**src/hdl/dti_pkg.sv**
```systemverilog
// ----------------------------------------------------------------------------
// dti_pkg
// Shared sizes, codes and types for the decision tree inference unit.
// ----------------------------------------------------------------------------
package dti_pkg;

  // Table sizes and word widths
  localparam int NODE_COUNT  = 512;
  localparam int NODE_AW     = $clog2(NODE_COUNT);
  localparam int FEAT_COUNT  = 64;
  localparam int FEAT_AW     = $clog2(FEAT_COUNT);
  localparam int LEVEL_LIMIT = 16;
  localparam int LVL_W       = $clog2(LEVEL_LIMIT + 1);
  localparam int VALUE_BITS  = 32;
  localparam int WORD_BITS   = 32;
  localparam int MODE_W      = 2;
  localparam int CFG_IDX_W   = 1;
  localparam int CFG_DATA_W  = 9;

  // Request codes
  localparam logic [MODE_W-1:0] MODE_NODE_WR = 2'd0;
  localparam logic [MODE_W-1:0] MODE_FEAT_WR = 2'd1;
  localparam logic [MODE_W-1:0] MODE_EVAL    = 2'd2;

  // Configuration register indexes
  localparam logic [CFG_IDX_W-1:0] CFG_ROOT_NODE    = 1'd0;
  localparam logic [CFG_IDX_W-1:0] CFG_TREE_PRESENT = 1'd1;

  // One node table entry
  typedef struct packed {
    logic signed [VALUE_BITS-1:0] threshold;
    logic [WORD_BITS-1:0]         leaf_word;
    logic [FEAT_AW-1:0]           attr;
    logic                         eq_test;
    logic                         leaf;
    logic [NODE_AW-1:0]           left;
    logic [NODE_AW-1:0]           right;
  } node_t;

  // Controller to datapath commands
  typedef struct packed {
    logic node_wr;
    logic feat_wr;
    logic walk_start;
    logic node_rd;
    logic feat_rd;
    logic step;
    logic out_load;
  } cmd_t;

  // Datapath to controller status
  typedef struct packed {
    logic tree_present;
    logic node_leaf;
    logic at_limit;
  } status_t;

endpackage

```
**src/hdl/dti_ctrl.sv**
```systemverilog
// ----------------------------------------------------------------------------
// dti_ctrl
// Sequencer for requests: table writes, tree walk and result handoff.
// ----------------------------------------------------------------------------
module dti_ctrl (
  input  logic                       clk_i,
  input  logic                       rst_ni,
  input  logic                       in_valid_i,
  output logic                       in_stall_o,
  input  logic [dti_pkg::MODE_W-1:0] mode_i,
  output logic                       out_valid_o,
  input  logic                       out_stall_i,
  input  dti_pkg::status_t           status_i,
  output dti_pkg::cmd_t              cmd_o
);
  import dti_pkg::*;

  localparam logic [2:0] S_IDLE  = 3'd0;
  localparam logic [2:0] S_NODE  = 3'd1;
  localparam logic [2:0] S_CHECK = 3'd2;
  localparam logic [2:0] S_CMP   = 3'd3;
  localparam logic [2:0] S_DONE  = 3'd4;

  logic [2:0] state_q, state_d;
  logic       out_valid_q, out_valid_d;
  logic       accept;
  logic       slot_free;

  assign accept    = in_valid_i && (state_q == S_IDLE);
  assign slot_free = !out_valid_q || !out_stall_i;

  // Next state and commands
  always_comb begin
    state_d = state_q;
    cmd_o   = '0;
    case (state_q)
      S_IDLE: begin
        if (accept) begin
          case (mode_i)
            MODE_NODE_WR: cmd_o.node_wr = 1'b1;
            MODE_FEAT_WR: cmd_o.feat_wr = 1'b1;
            MODE_EVAL: begin
              if (status_i.tree_present) begin
                cmd_o.walk_start = 1'b1;
                state_d          = S_NODE;
              end else begin
                state_d = S_DONE;
              end
            end
            default: ;
          endcase
        end
      end
      S_NODE: begin
        cmd_o.node_rd = 1'b1;
        state_d       = S_CHECK;
      end
      S_CHECK: begin
        if (status_i.node_leaf || status_i.at_limit) begin
          state_d = S_DONE;
        end else begin
          cmd_o.feat_rd = 1'b1;
          state_d       = S_CMP;
        end
      end
      S_CMP: begin
        cmd_o.step    = 1'b1;
        cmd_o.node_rd = 1'b1;
        state_d       = S_CHECK;
      end
      S_DONE: begin
        if (slot_free) begin
          cmd_o.out_load = 1'b1;
          state_d        = S_IDLE;
        end
      end
      default: state_d = S_IDLE;
    endcase
  end

  // Result valid: set on load, drop on transfer
  always_comb begin
    out_valid_d = out_valid_q;
    if (cmd_o.out_load) begin
      out_valid_d = 1'b1;
    end else if (out_valid_q && !out_stall_i) begin
      out_valid_d = 1'b0;
    end
  end

  always_ff @(posedge clk_i or negedge rst_ni) begin
    if (!rst_ni) begin
      state_q     <= S_IDLE;
      out_valid_q <= 1'b0;
    end else begin
      state_q     <= state_d;
      out_valid_q <= out_valid_d;
    end
  end

  assign in_stall_o  = (state_q != S_IDLE);
  assign out_valid_o = out_valid_q;

`ifndef SYNTHESIS
  a_cmp_to_check: assert property (@(posedge clk_i) disable iff (!rst_ni)
    state_q == S_CMP |=> state_q == S_CHECK)
    else $error("compare step did not return to node check");

  a_check_ends: assert property (@(posedge clk_i) disable iff (!rst_ni)
    (state_q == S_CHECK && (status_i.node_leaf || status_i.at_limit))
      |=> state_q == S_DONE)
    else $error("walk did not end at leaf or level limit");

  a_no_tree_done: assert property (@(posedge clk_i) disable iff (!rst_ni)
    (accept && mode_i == MODE_EVAL && !status_i.tree_present)
      |=> state_q == S_DONE)
    else $error("evaluate without tree did not go to result");
`endif

endmodule

```
**config.mk**
```make
export PLATFORM = sky130hd
export DESIGN_NAME = dti_ctrl
export DESIGN_NICKNAME = d
export VERILOG_FILES = /design/src/hdl/dti_pkg.sv /design/src/hdl/dti_ctrl.sv
export SDC_FILE = /design/constraint.sdc
export NUM_CORES = 1
export LEC_CHECK = 0
export BUFFER_PORTS_ARGS = -buffer_cell sky130_fd_sc_hd__buf_2
export CELL_PAD_IN_SITES_DETAIL_PLACEMENT = 1
export CELL_PAD_IN_SITES_GLOBAL_PLACEMENT = 2
export CORE_MARGIN = 1
export CORE_UTILIZATION = 18
export DETAILED_ROUTE_END_ITERATION = 8
export GPL_ROUTABILITY_DRIVEN = 1
export GPL_TIMING_DRIVEN = 0
export HOLD_SLACK_MARGIN = 0.05
export PLACE_DENSITY_LB_ADDON = 0.1
export SETUP_SLACK_MARGIN = 0.05
export SLEW_MARGIN = 20
export SYNTH_ARGS = -nofsm -noshare
export SYNTH_HDL_FRONTEND = slang
export SYNTH_SLANG_ARGS = --single-unit
```
**constraint.sdc**
```tcl
create_clock -name clk_i -period 3.18 [get_ports clk_i]
set_input_delay 0.318 -clock clk_i [delete_from_list [all_inputs] [get_ports clk_i]]
set_output_delay 0.318 -clock clk_i [all_outputs]
set_load 0.005 [all_outputs]
```
==> results.yml, run 1 <==
cells_and_area:
  finish.instance_area_um2: 382
  num-nets-final: 63
  layout-drive-gt1-share: 0.442
  utilization: 0.322
  fill_cells: 158
  diodes: 0
  layout.cells.non_filler: 66
  area_delta_synth_final_pct: 54.8
power:
  leakage_nw: 0.215
  ir_drop_mv: 0.187
  cellPowerDensity_nw_per_um2: 416
  power_uw: 159
worst_setup_path:
  worstPathArrival_ps: 1430
  cp_data_required_time_ps: 2860
  path_cells: "nor3b_1 -> nor3b_1 -> buf_2"
  r2r_setup_slack_ps: 1990
  start_kind: "flip-flop"
  cp_max_fo: 9
  cpPeakStageDelay_ps: 450
  crit_type: "reg -> out"
  slowest_stage: "dfrtp_1"
  end_kind: "output pin"
  cpMostUsedCell: "nor3b_1"
synthesis:
  synth_seq_area_share: 0.406
  syn_area_um2: 246
  syn_nets: 40
  synthDistinctLibCells: 15
  ys_ff_latch: 4
  synth_cells: 31
  synth_area_per_cell_um2: 7.95
  synth_warnings: 0
detailed_routing:
  antenna_left: 0
  viasPerCell: 4.48
  num_vias: 296
  drt-total-wl_um: 697
  wire_per_inst_um: 10.6
  drc: 0
  dr.first_iter.drc_count: 4
  drt_pass1_iterations: 2
cts:
  clk_pin_slew_ps: 40
  cts_tree: "done"
  cts.repair_timing.setup_buffer_count: 0
  post_cts_resized: 0
  clock_path_buffers: 2
  cts.htree.levels: 1
  clock_latency_ps: 230
  cts_made_buffers: 3
  root_buffer: "clkbuf_4"
  cts_sinks: 4
  holdBufCountCts: 1
global_routing:
  grt_pass1_vias: 307
  grtUsageTotal: 0.122
  grt_max_degree: 10
  grt_pass1_wl_um: 1210
  antenna_found_initial: 0
  overflow: 0
placed_design:
  gp_congestion: 0.667
  dp.cells: 62
  postPlaceCellArea_um2: 349
  port_buffers: 17
  pre_cts_slack_ps: 1670
hold_path:
  min-delay-path-class: "in -> reg"
floorplanning:
  num_rows: 12
  die_w_um: 39.0
  die_h_um: 39.0
  core-area_um2: 1190
  dieArea_um2: 1520
  io_pins: 18
  initial_core_util: 0.208
sta:
  skew_ps: 0.474
  tightest_slew_ps: 327
  hold_viol_final: 0
  maxSlewViolCount: 0
  finalCritPeriodShare: 0.549
  setup_ws_ps: 1430
  fmax_ghz: 0.572
  rsz0062_at_grt: "no"
  setup_tns_ps: 0
  timing.slew.headroom: 0.781
  period_minus_slack_ps: 1750
  holdWs_ps: 335
  setup_viol: 0
run:
  drv_cap: 0
run_status:
  outcome: "complete, no violations"
[worst paths after layout]
check	depth (start not counted)	start	end
worst max-delay path	3	state_q[1]	cmd_o[6]
worst min-delay path	3	out_stall_i	out_valid_o
worst max register to register	3	state_q[1]	state_q[0]
worst min register to register	1	state_q[0]	state_q[2]
max in group asynchronous	2	rst_ni	state_q[2]
min in group asynchronous	2	rst_ni	out_valid_o
[routing by layer]
metal  GRT usage  vias to the layer above  wire [µm]
li1            -                      150          -
met1       0.142                      133        328
met2       0.192                       13        327
met3      0.0173                        0         42
met4       0.103                        0          0
met5           0                        -          0
[layout by cell type, fill, tap and decap left out, drive strengths merged]
cell type,n
a21oi,3
a31oi,1
and2,1
buf,18
clkbuf,3
dfrtp,4
dlygate4sd3,1
nand2,5
nand3,2
nand4b,1
nor2,6
nor2b,1
nor3b,2
nor4,1
or2,1
or3,1
or3b,1
[final cells by class]
type                            instances  area, µm²  area share
Buffer                                  1       7.51      0.0197
Clock buffer                            3       22.5      0.0590
Multi-Input combinational cell         26        139       0.364
Sequential cell                         4        100       0.262
Tap cell                               14       17.5      0.0459
Timing Repair Buffer                   18       95.1       0.249
[registers in the layout (all words and copies together) (netlist names)]
| name | count |
|---|---|
| out_valid_o | 1 |
| state_q | 3 |
[logic make-up after synthesis]
| kind of cell | count (synthesis) | synth area share |
|---|---|---|
| compound gates | 4 | 0.0863 |
| buf+inv | 1 | 0.0305 |
| flops | 4 | 0.406 |
| simple gates | 22 | 0.477 |
[synthesized netlist by cell type]
cell	n	area, µm²
nand4b_1	1	8.76
nand3_1	2	10.0
or2_1	1	6.26
nor2b_1	1	6.26
dfrtp_1	4	100
nand2_1	5	18.8
a21oi_1	3	15.0
and2_2	1	7.51
nor2_1	6	22.5
nor3b_1	2	15.0
a31oi_1	1	6.26
nor4_1	1	6.26
or3b_1	1	8.76
or3_2	1	7.51
buf_4	1	7.51
[critical path, delay by kind of cell, from the launching register on]
family,cells,cell delay (ps)
simple gates,2,590
flops,1,450
buf+inv,1,150
[power by group]
group / switching [mW] / internal [mW] / total, mW
clock network: 0.0196 / 0.0421 / 0.0617
logic: 0.0162 / 0.0184 / 0.0346
registers: 0.00659 / 0.0558 / 0.0624
total: 0.0423 / 0.116 / 0.159
(Power assumes the default switching activity.)
==> run 2, diff against run 1 <==
- ABC_AREA: unset -> 1
- clock period: 3.18 -> 1.7 ns (I/O delays scaled with it)
==> results.yml, run 2 <==
floorplanning:
  die_w_um: 42.3
  dieArea_um2: 1790
  core-area_um2: 1510
  die_h_um: 42.3
  initial_core_util: 0.194
  io_pins: 18
  num_rows: 14
worst_setup_path:
  crit_buf_inv: 1
  crit_type: "reg -> out"
  crit_family: "simple AND/OR/NAND/NOR gates"
  cp_data_required_time_ps: 1530
  start_kind: "flip-flop"
  r2r_setup_slack_ps: 620
  worstPathArrival_ps: 1280
  slowest_stage: "dfrtp_1"
  cp_max_fo: 6
  end_kind: "output pin"
  path_cells: "nor3_2 -> nand2_1 -> nor3_1 -> buf_2"
  cpPeakStageDelay_ps: 450
detailed_routing:
  drt-total-wl_um: 745
  wire_per_inst_um: 9.09
  num_vias: 345
  drt_pass1_iterations: 4
  viasPerCell: 4.21
  drc: 0
  dr.first_iter.drc_count: 5
  antenna_left: 0
run:
  drv_cap: 0
synthesis:
  synth_warnings: 0
  synth_top_family_by_area: "simple AND/OR/NAND/NOR gates"
  ys_ff_latch: 4
  ys_async_sr_fraction: 1.00
  synth_fa_ha_area_frac: 0
  synth_top_cells_by_count: "nand2_1, inv_1, dfrtp_1, nand3_1, nor2_1"
  synth-compound-area-share: 0.0470
  synth_mux_area_frac: 0
  synth_xor_area_frac: 0
  synth_most_common_cell: "nand2_1"
  syn_nets: 54
  synth_edf_count: 0
  synth_cells: 45
  synth_ff_type: "dfrtp_1"
  syn_area_um2: 293
  synth_area_leaders: "dfrtp_1, nand2_1, inv_1, nand3_1, nor3_1"
  synthSimpleGateAreaFrac: 0.457
  yosysTopAreaCell: "dfrtp_1"
  synth.top_cell.area_share: 0.342
  synth_seq_area_share: 0.342
  synth_area_per_cell_um2: 6.51
  synthDistinctLibCells: 15
power:
  ir_drop_mv: 0.648
  cellPowerDensity_nw_per_um2: 1600
  leakage_nw: 0.284
placed_design:
  hpwl_um: 641
  port_buffers: 17
  gp_congestion: 0.665
cts:
  clock_path_buffers: 2
  root_buffer: "clkbuf_4"
  cts_made_buffers: 3
  cts_sinks: 4
  clock_latency_ps: 230
  cts.htree.levels: 1
  cts_tree: "done"
  clk_pin_slew_ps: 40
hold_path:
  min-delay-path-class: "in -> reg"
cells_and_area:
  diodes: 0
  final_common_cell: "buf_2"
  fill_cells: 211
  num-nets-final: 77
  layout-drive-gt1-share: 0.455
  ff_latch_area_um2: 100
  multi_input_area_um2: 153
  largest_register_ff_count: 3
  largest-register: "state_q"
  final_cell_mix: "buf_2, nand2_1, inv_1"
  area_delta_synth_final_pct: 48.7
run_status:
  outcome: "complete, no violations"
global_routing:
  grt_pass1_vias: 344
  grt_max_degree: 7
  grt_pass1_wl_um: 1350
  antenna_found_initial: 0
  grt_use_met3: 0.0560
  grt_util_met1: 0.128
  overflow: 0
  top_usage_layer: "met2"
  grtUsageTotal: 0.101
  met2_usage: 0.151
sta:
  period_minus_slack_ps: 1450
  setup_tns_ps: 0
  timing.slew.headroom: 0.836
  rsz0062_at_grt: "no"
  finalCritPeriodShare: 0.853
  setup_viol: 0
  holdWs_ps: 167
  skew_ps: 3.30
  fmax_ghz: 0.690
  hold_viol_final: 0
  tightest_slew_ps: 247
  maxSlewViolCount: 0
==> run 2: logic make-up after synthesis <==
group,after synthesis
compound gates,2
buf+inv,11
flops,4
simple gates,28
==> run 2: area by class of cell <==
class                   count  area share
clock buffers               3      0.0517
repair buffers             18       0.218
flip-flops and latches      4       0.230
well taps                  16      0.0460
inverters                  10      0.0862
multi-input cells          30       0.351
plain buffers               1      0.0172
==> run 2: through the flow <==
stage,std cells,cell area [µm²],setup WS [ps],utilization,power [mW]
final,82,435,250,0.289,0.696
after global routing,82,435,56.7,0.289,0.779
after CTS,82,430,136,0.286,0.703
after detailed placement,78,398,389,0.264,0.581
after global placement,78,398,387,0.264,0.583
after floorplan,45,293,622,-,0.440
==> run 2: worst min-delay path: cells and delay by family <==
| family | cells | cell delay, ps |
|---|---|---|
| and+or+nand+nor | 2 | 120 |
| buffers and inverters | 1 | 70 |
==> run 2: final timing paths <==
kind                                  start     endpoint  cells after the start
max in group asynchronous            rst_ni   state_q[1]                      2
worst min-delay path            out_stall_i  out_valid_o                      3
worst min register to register  out_valid_o  out_valid_o                      2
worst max register to register   state_q[1]   state_q[0]                      5
worst max-delay path             state_q[2]     cmd_o[5]                      4
min in group asynchronous            rst_ni   state_q[2]                      2
==> run 2: power breakdown <==
part	switching, mW	internal, mW
Sequential	0.0590	0.139
Combinational	0.217	0.167
Clock	0.0358	0.0788
==> run 2: metal layers <==
layer / vias to the layer above / part of all wire
met3: 0 / 0.072
met2: 15 / 0.43
met4: 0 / 0
met5: - / 0
met1: 151 / 0.49
li1: 179 / -
==> run 2: repair_timing <==
action,CTS,global route
gates resized for setup,0,1
endpoints found under the hold margin,4,0
hold buffers,1,0
buffers inserted,0,0
setup endpoints to repair,0,2
==> run 3, diff against run 2 <==
- BUFFER_PORTS_ARGS: -buffer_cell sky130_fd_sc_hd__buf_2 -> unset
- CORE_AREA: unset -> 2 2 39 41
- CORE_MARGIN: 1 -> unset
- CORE_UTILIZATION: 18 -> unset
- DIE_AREA: unset -> 0 0 41 43
- DONT_BUFFER_PORTS: unset -> 1
==> results.yml, run 3 (same netlist as run 2, synthesis figures left out) <==
detailed_routing:
  drc: 0
  viasPerCell: 4.23
  num_vias: 275
  drt-total-wl_um: 721
  dr.first_iter.drc_count: 0
  wire_per_inst_um: 11.1
  antenna_left: 0
  drt_pass1_iterations: 1
cells_and_area:
  largest-register: "state_q"
  num-nets-final: 60
  largest_register_ff_count: 3
  area_delta_synth_final_pct: 17.9
  multi_input_area_um2: 148
  layout.cells.non_filler: 65
  ff_latch_area_um2: 100
  final_common_cell: "nand2_1"
  final_cell_mix: "nand2_1, inv_1, nor2_1, nand3_1, dfrtp_1"
  fill_cells: 176
  diodes: 0
  layout-drive-gt1-share: 0.245
power:
  leakage_nw: 0.204
  ir_drop_mv: 0.505
  cellPowerDensity_nw_per_um2: 1780
floorplanning:
  die_w_um: 41
  core-area_um2: 1380
  io_pins: 18
  num_rows: 14
  initial_core_util: 0.212
  die_h_um: 43
  dieArea_um2: 1760
worst_setup_path:
  cp_data_required_time_ps: 1530
  worstPathArrival_ps: 1300
  end_kind: "output pin"
  start_kind: "flip-flop"
  cp_max_fo: 6
  crit_type: "reg -> out"
cts:
  root_buffer: "clkbuf_4"
  clock_latency_ps: 230
  cts_made_buffers: 3
  cts_sinks: 4
  cts.htree.levels: 1
  clk_pin_slew_ps: 30
  cts.repair_timing.setup_buffer_count: 0
  clock_path_buffers: 2
  cts_tree: "done"
sta:
  fmax_ghz: 0.678
  setup_tns_ps: 0
  setup_viol: 0
  hold_viol_final: 0
  timing.slew.headroom: 0.820
  finalCritPeriodShare: 0.868
  maxSlewViolCount: 0
  period_minus_slack_ps: 1470
  skew_ps: 1.20
  tightest_slew_ps: 268
  rsz0062_at_grt: "no"
placed_design:
  gp_congestion: 0.651
  dp.cells: 61
  port_buffers: 0
  hpwl_um: 604
global_routing:
  grt_max_degree: 7
  overflow: 0
  grt_pass1_wl_um: 1110
  grt_pass1_vias: 282
  antenna_found_initial: 0
  grtUsageTotal: 0.0977
run_status:
  outcome: "complete, no violations"
run:
  drv_cap: 0
hold_path:
  min-delay-path-class: "in -> reg"
## run 3: cell count changes in the layout (fill, tap and decap cells not counted), sizes merged
| cell | before | now |
|---|---|---|
| buf | 18 | 1 |
## run 3: timing repair
action / CTS / global route
endpoints found under the hold margin: 4 / 0
resized for setup: 0 / 0
hold buffers: 1 / 0
## run 3: cell type report
| class | instances | share of cell area |
|---|---|---|
| multi-input combinational | 30 | 0.428 |
| sequential | 4 | 0.290 |
| inverter | 10 | 0.109 |
| clock buffer | 3 | 0.0652 |
| tap | 16 | 0.0580 |
| timing repair buffer | 1 | 0.0290 |
| buffer | 1 | 0.0217 |
## run 3: critical path, cell delays in order (launching register included)
cell     delay [ps]
dfrtp_1         450
nor3_1          300
nand2_1         110
nor3_1          210
## run 3: through the flow
stage	hold WS, ps	cell area, µm²	total power [mW]	utilization	worst slack (ps)
6_report	86.4	345	0.616	0.250	225
5_1_grt	114	345	0.698	0.250	101
4_1_cts	84.2	345	0.638	0.250	190
3_5_place_dp	-125	313	0.512	0.226	445
3_3_place_gp	-125	313	0.505	0.226	467
2_1_floorplan	-126	293	0.440	-	622
## run 3: per-layer routing
layer,up-vias,track usage,wire length (µm)
met1,121,0.101,276
met3,2,0.0157,35
met5,-,0,0
met4,0,0.0800,19
li1,144,-,-
met2,8,0.159,390
## run 3: report_power, final
group,internal (mW),total [mW],switching (mW)
clock network,0.0788,0.115,0.0361
registers,0.139,0.197,0.0574
logic,0.109,0.305,0.196
total,0.327,0.616,0.289
## run 3: final timing paths
| path | from | endpoint | slack (ps) | cells after the start |
|---|---|---|---|---|
| max | state_q[2] | cmd_o[6] | 230 | 3 |
| min | out_stall_i | out_valid_o | 90 | 2 |
| max reg2reg | state_q[2] | state_q[1] | 670 | 4 |
| min reg2reg | out_valid_o | out_valid_o | 540 | 2 |
| max in group asynchronous | rst_ni | out_valid_o | 1330 | 1 |
| min in group asynchronous | rst_ni | state_q[0] | 200 | 1 |
